<file path="src/hw/rtl/tit_pkg.sv">
// Shared types and codes for the trusted identity table.
package tit_pkg;

  localparam int unsigned IDX_W = 8;

  localparam logic [1:0] OP_REGISTER = 2'd0;
  localparam logic [1:0] OP_REMOVE   = 2'd1;
  localparam logic [1:0] OP_EVALUATE = 2'd2;

  typedef struct packed {
    logic [31:0] pid;
    logic [63:0] ctime;
    logic [63:0] key;
    logic [31:0] flags;
    logic [63:0] now;
  } item_t;

  // scan accumulator handed from cell to cell
  typedef struct packed {
    logic             same_hit;
    logic [IDX_W-1:0] same_idx;
    logic             free_hit;
    logic [IDX_W-1:0] free_idx;
    logic             best_have;
    logic [IDX_W-1:0] best_idx;
    logic [63:0]      best_time;
    logic             match_hit;
    logic [IDX_W-1:0] match_idx;
    logic             stale;
  } acc_t;

  // write-back command broadcast to all cells
  typedef struct packed {
    logic             write;
    logic             clr_same;
    logic             purge;
    logic             refresh;
    logic [IDX_W-1:0] idx;
  } cmd_t;

endpackage

</file>
<file path="src/hw/rtl/tit_cell.sv">
// One table entry plus its stage of the scan chain.
module tit_cell #(
  parameter int unsigned ME = 0
) (
  input  logic          clk_i,
  input  logic          rst_ni,
  input  tit_pkg::item_t item_i,
  input  tit_pkg::cmd_t  cmd_i,
  input  logic          tok_i,
  input  tit_pkg::acc_t  acc_i,
  output logic          tok_o,
  output tit_pkg::acc_t  acc_o
);
  import tit_pkg::*;

  logic        active_q;
  logic [31:0] pid_q;
  logic [63:0] ctime_q, key_q, ver_q;
  logic [31:0] flags_q;
  logic        same, full;
  logic        tok_q;
  acc_t        acc_q, acc_d;

  localparam logic [IDX_W-1:0] MyIdx = IDX_W'(ME);

  assign same = active_q && (pid_q == item_i.pid);
  assign full = same && (ctime_q == item_i.ctime) && (key_q == item_i.key);

  always_comb begin
    acc_d = acc_i;
    if (same && !acc_i.same_hit) begin
      acc_d.same_hit = 1'b1;
      acc_d.same_idx = MyIdx;
    end
    if (!active_q && !acc_i.free_hit) begin
      acc_d.free_hit = 1'b1;
      acc_d.free_idx = MyIdx;
    end
    if (active_q && (!acc_i.best_have || ver_q < acc_i.best_time)) begin
      acc_d.best_have = 1'b1;
      acc_d.best_idx  = MyIdx;
      acc_d.best_time = ver_q;
    end
    if (full && !acc_i.match_hit) begin
      acc_d.match_hit = 1'b1;
      acc_d.match_idx = MyIdx;
    end
    if (same && !full && !acc_i.match_hit) acc_d.stale = 1'b1;
  end

  always_ff @(posedge clk_i or negedge rst_ni) begin
    if (!rst_ni) begin
      active_q <= 1'b0;
      pid_q    <= '0;
      ctime_q  <= '0;
      key_q    <= '0;
      flags_q  <= '0;
      ver_q    <= '0;
      tok_q    <= 1'b0;
      acc_q    <= '0;
    end else begin
      tok_q <= tok_i;
      acc_q <= acc_d;
      if (cmd_i.write && cmd_i.idx == MyIdx) begin
        active_q <= 1'b1;
        pid_q    <= item_i.pid;
        ctime_q  <= item_i.ctime;
        key_q    <= item_i.key;
        flags_q  <= item_i.flags;
        ver_q    <= item_i.now;
      end else if ((cmd_i.clr_same && same) || (cmd_i.purge && same && !full)) begin
        active_q <= 1'b0;
        pid_q    <= '0;
        ctime_q  <= '0;
        key_q    <= '0;
        flags_q  <= '0;
        ver_q    <= '0;
      end else if (cmd_i.refresh && cmd_i.idx == MyIdx) begin
        ver_q <= item_i.now;
      end
    end
  end

  assign tok_o = tok_q;
  assign acc_o = acc_q;

endmodule

</file>
<file path="config.mk">
export PLATFORM = sky130hd
export DESIGN_NAME = tit_cell
export DESIGN_NICKNAME = d
export VERILOG_FILES = /design/src/hw/rtl/tit_pkg.sv /design/src/hw/rtl/tit_cell.sv
export SDC_FILE = /design/constraint.sdc
export NUM_CORES = 1
export LEC_CHECK = 0
export ABC_CLOCK_PERIOD_IN_PS = 3200
export BUFFER_PORTS_ARGS = -buffer_cell sky130_fd_sc_hd__buf_2
export CAP_MARGIN = 20
export CELL_PAD_IN_SITES_DETAIL_PLACEMENT = 0
export CELL_PAD_IN_SITES_GLOBAL_PLACEMENT = 1
export CORE_UTILIZATION = 29
export CTS_BUF_LIST = sky130_fd_sc_hd__clkbuf_4
export CTS_CLUSTER_SIZE = 10
export DETAILED_ROUTE_END_ITERATION = 16
export PLACE_DENSITY = 0.64
export SYNTH_ARGS = -nofsm -noshare
export SYNTH_HDL_FRONTEND = slang
export SYNTH_SLANG_ARGS = --single-unit
export TNS_END_PERCENT = 5
</file>
<file path="constraint.sdc">
create_clock -name clk_i -period 3.2 [get_ports clk_i]
set_input_delay 0.16 -clock clk_i [delete_from_list [all_inputs] [get_ports clk_i]]
set_output_delay 0.16 -clock clk_i [all_outputs]
set_load 0.01 [all_outputs]
</file>
Yosys cells after proc, flatten, opt, wreduce, memory -nomap -nowiden --
Index checks and enable logic that the tools add are counted.
Operators by class: reductions and logical operators 25, magnitude comparators 1, multiplexer cells 15, eq/ne operators 3
Operators by type and width (number):
- $mux W64 | 6
- $eq A64 B64 Y1 | 2
- $mux W73 | 1
- $lt A64 B64 Y1 | 1
- $mux W32 | 2
- $eq A32 B32 Y1 | 1
- $mux W9 | 3
- $logic_and A1 B1 Y1 | 14
- $logic_not A8 Y1 | 1
- $logic_not A1 Y1 | 6
- $mux W1 | 3
- $reduce_bool A3 Y1 | 1
- $logic_or A1 B1 Y1 | 2
- $reduce_bool A2 Y1 | 1
Storage, ports and cells: register bits after elaboration 327

Logic depth before layout (Yosys ltp) --
word-level depth 9, mapped depth 11

Worst setup path before layout --
No wires, ideal clock.
kind flip-flop to flip-flop, start point register ver_q[29], end point register acc_q, in the netlist acc_o[72], data arrival time 2505 ps, library setup time 79 ps, stages on the path, launching flop included 11, data required time 3121 ps, buffers on the path 2, slack 616 ps, cells stage by stage dfrtp_1 > ha_1 > a21o_1 > a21o_1 > a221o_1 > a2111oi_0 > o211ai_1 > o31ai_1 > buf_2 > buf_2 > mux2i_1
RTL lines:
- start, declared | line tit_cell.sv:18 | logic [63:0] ctime_q, key_q, ver_q;
- start signal, assigned | line tit_cell.sv:70 | ver_q <= item_i.now;
- start signal, assigned | line tit_cell.sv:79 | ver_q <= item_i.now;
- end signal, assigned | line tit_cell.sv:60 | acc_q <= '0;
- end signal, assigned | line tit_cell.sv:63 | acc_q <= acc_d;
- end, declared | line tit_cell.sv:22 | acc_t acc_q, acc_d;

==> Implementation_results.wiki <==
{| class="wikitable"
! Metric !! Value
|-
| Synthesized flop and latch total || 327
|-
| Worst-path cell with the longest stage delay || a2111oi_2
|-
| Count of final max-slew check failures || 0
|-
| Number of search-and-repair iterations in the first detailed-routing pass || 5
|-
| Initial antenna violation count || 18
|-
| Fraction of layout cells with a size suffix above 1 || 24.44%
|-
| Clock buffer depth || 3
|-
| DRC || 0
|-
| Top-Level Pins || 474
|-
| Wirelength, routed || 57520 µm
|-
| Min cycle time layout || 2.985 ns
|-
| Pwr dens || 413.3 mW/mm²
|-
| Overall die area || 0.05763 mm²
|-
| Maximum number of pins on one net before global-route repair || 162
|-
| Highest cell delay on the worst timing path || 0.46 ns
|-
| Routed vias/inst || 4.552
|-
| Final count of negative-setup-slack endpoints || 0
|-
| Maximum clock frequency || 335.0 MHz
|-
| Fraction of post-synthesis cell area in the top cell type by area || 49.79%
|-
| Inserted Clock Buffers || 97
|-
| Total half-perimeter wirelength after legalization and detailed placement || 38580 µm
|-
| Drt wl/cell || 17.08 µm
|-
| Initial Utilization || 29.60%
|-
| Share of synthesized registers carrying an async set or reset || 100.0%
|-
| Unrepaired setup endpoints after global routing || true
|-
| Worst Path Arrival || 3.68 ns
|-
| Number of clock sinks || 327
|-
| Startpoint type of the worst setup path || register
|-
| CP cell instances || ha_1, a21o_1, a21o_1, a221o_1, a2111oi_2, o211ai_1, o31ai_4, buf_4, buf_12, mux2i_1
|-
| Cell taking the most area after synthesis || dfrtp_1
|-
| Total count of hold-check failures in the final report || 0
|-
| Placeable core area || 0.05552 mm²
|-
| Top post-synthesis cells by area || dfrtp_1 (50%), mux2i_1 (7.7%), nand2_1 (7.7%)
|-
| Global Route Usage Sum || 19.78%
|-
| Number of levels in the clock H-tree || 3
|-
| Post-synth EDFFs || 0
|-
| Register area share after synthesis || 49.79%
|-
| Pin slew with the least headroom to its limit || 0.8695 ns
|-
| Critical path's most frequent cell || a21o_1
|-
| Source-to-sink clock delay at the later pin of the worst-skew pair || 0.82 ns
|-
| Root buffer cell || clkbuf_4
|-
| Crit-path max FO || 13
|-
| Number of nets in the synthesized netlist || 2112
|-
| Type of the worst setup path || reg2reg
|-
| Clock tree from TritonCTS || done
|-
| Die Y-Extent || 240.1 µm
|-
| Global route overflow || 0
|-
| Count leader, synth || nand2_1
|-
| Vias in the first global route || 16330
|-
| Core utilization of the finished layout || 44.47%
|-
| Post-route antenna net violation count || 0
|-
| Standard-cell rows || 86
|-
| Final-layout worst hold slack || 0.1197 ns
|-
| Final-stage net count || 2971
|-
| Sort of element at the end of the critical path || register
|-
| Max Cap Viol || 0
|-
| Leakage power of the design || 11.45 nW
|-
| Inst Count DP || 2808
|-
| Number of setup buffers added after CTS || 0
|-
| Overall via count from detail_route || 15330
|-
| Number of instances in the synthesized netlist || 1677
|-
| Width of the die || 240.1 µm
|-
| Result of the run || finished clean
|-
| Period Utilization, post-route || 93.29%
|-
| Critical Path RT || 3.90 ns
|-
| IR drop worst, VDD || 0.2332 mV
|-
| Top post-synthesis cells by count || nand2_1 (338), dfrtp_1 (327), a21oi_1 (182)
|-
| Average cell area after synthesis || 9.801 µm²
|-
| Area of the mapped netlist || 0.01644 mm²
|-
| Final cell count without fillers || 3368
|-
| Port Buffer Count || 441
|-
| Wire length of the first global-routing pass || 88030 µm
|-
| Routability-driven placement congestion ratio || 0.8246
|-
| Count of unique library cells instantiated by Yosys || 47
|-
| Final-layout fill cell count || 5442
|-
| Classification of the worst-slack hold path || in2reg
|-
| Clock-pin transition on the worst setup and hold timing paths || 0.06 ns
|-
| Area growth from synthesis to layout || 50.24%
|-
| Violation count after the first detailed-routing iteration || 705
|-
| Number of warnings reported in the yosys synthesis log || 0
|-
| Final worst clock skew || 0.06671 ns
|-
| Normalized max-slew margin || 42.03%
|-
| Ys flop type || dfrtp_1
|}
[per-layer routing]
layer	vias up	share of wire, %	track usage (%)	wire (µm)
met1	7298	42	23.83	24170
met4	6	3.6	8.936	2095
li1	7414	-	-	-
met2	483	48	33.15	27590
met5	-	0.071	0	41
met3	130	6.3	4.937	3630
[cell type report]
cell class / instances / area, µm² / share of cell area [%]
Tap cell: 748 / 935.9 / 3.790
Clock buffer: 142 / 1066 / 4.317
Antenna cell: 14 / 35.03 / 0.1419
Multi-Input combinational cell: 1115 / 7362 / 29.82
Timing Repair Buffer: 848 / 6420 / 26.00
Inverter: 147 / 551.8 / 2.235
Sequential cell: 327 / 8183 / 33.14
Clock inverter: 27 / 138.9 / 0.5625
[cell usage in the layout (no fill, tap or decap), drive strengths merged, types with 2 or more instances in the layout]
master	instances
a2111o	2
a2111oi	2
a211o	2
a211oi	2
a21o	11
a21oi	182
and2	8
and3	2
and4	2
buf	472
clkbuf	143
clkinv	22
clkinvlp	2
dfrtp	327
diode	14
dlygate4sd3	375
ha	63
inv	149
mux2i	127
nand2	338
nand2b	4
nand3	6
nand4	38
nor2	17
nor2b	23
nor3	7
nor4	28
o211ai	68
o21a	4
o21ai	7
o22ai	5
o31ai	2
or2	2
xnor2	104
xor2	48
[sequential cells by signal, indices dropped and copies added (netlist names)]
signal / count
tok_o: 1
pid_q: 32
ctime_q: 64
key_q: 64
acc_o: 101
ver_q: 64
active_q: 1
[kinds of logic after synthesis]
group	synth area share, %
AOI/OAI and AO/OA	10.67
xor gates and xnor gates	8.100
DFF	49.79
and+or+nand+nor	12.90
adders and majority gates	4.796
muxes	7.803
buffers and inverters	5.938
[metrics by stage]
stage	setup slack [ns]	power (mW)	cell area (µm²)	TNS, ns
final	0.2146	10.20	24690	0
after global routing	-0.01133	10.82	24680	-0.01133
after CTS	0.01415	10.39	24620	0
after detailed placement	0.03581	5.914	19640	0
after global placement	0.09824	5.895	19640	0
after floorplan	0.6160	5.227	16440	0
[where the power goes]
group	total [mW]	leakage [nW]	switching, mW	internal, mW
sequential	4.51	3.89	0.128	4.38
clock	4.01	0.718	1.91	2.10
combinational	1.69	6.84	0.798	0.893
total	10.2	11.5	2.83	7.37
[worst paths after layout]
check	cells past startpoint	slack (ns)	from	to
max in group asynchronous	4	2.06	rst_ni	acc_o[76]
max reg2reg	10	0.21	ver_q[29]	acc_o[16]
min in group asynchronous	4	0.52	rst_ni	acc_o[37]
min	4	0.12	acc_i[0]	acc_o[0]
min reg2reg	2	0.51	ver_q[63]	acc_o[73]
max	10	0.21	ver_q[29]	acc_o[16]
[worst max-delay path, delay by kind of cell, from the launching register on]
family | cells | cell delay, ns
multiplexers | 1 | 0.19
flip-flops | 1 | 0.38
AO/OA/AOI/OAI | 6 | 1.61
buffers and inverters | 2 | 0.39
adder cells (fa/ha/maj) | 1 | 0.29
[timing repair]
action,in CTS,in global routing
hold endpoints to repair,654,0
resized for setup,0,5
setup endpoints to repair,0,203
hold buffers,376,0
No activity file was read; power rests on OpenSTA's default activity.
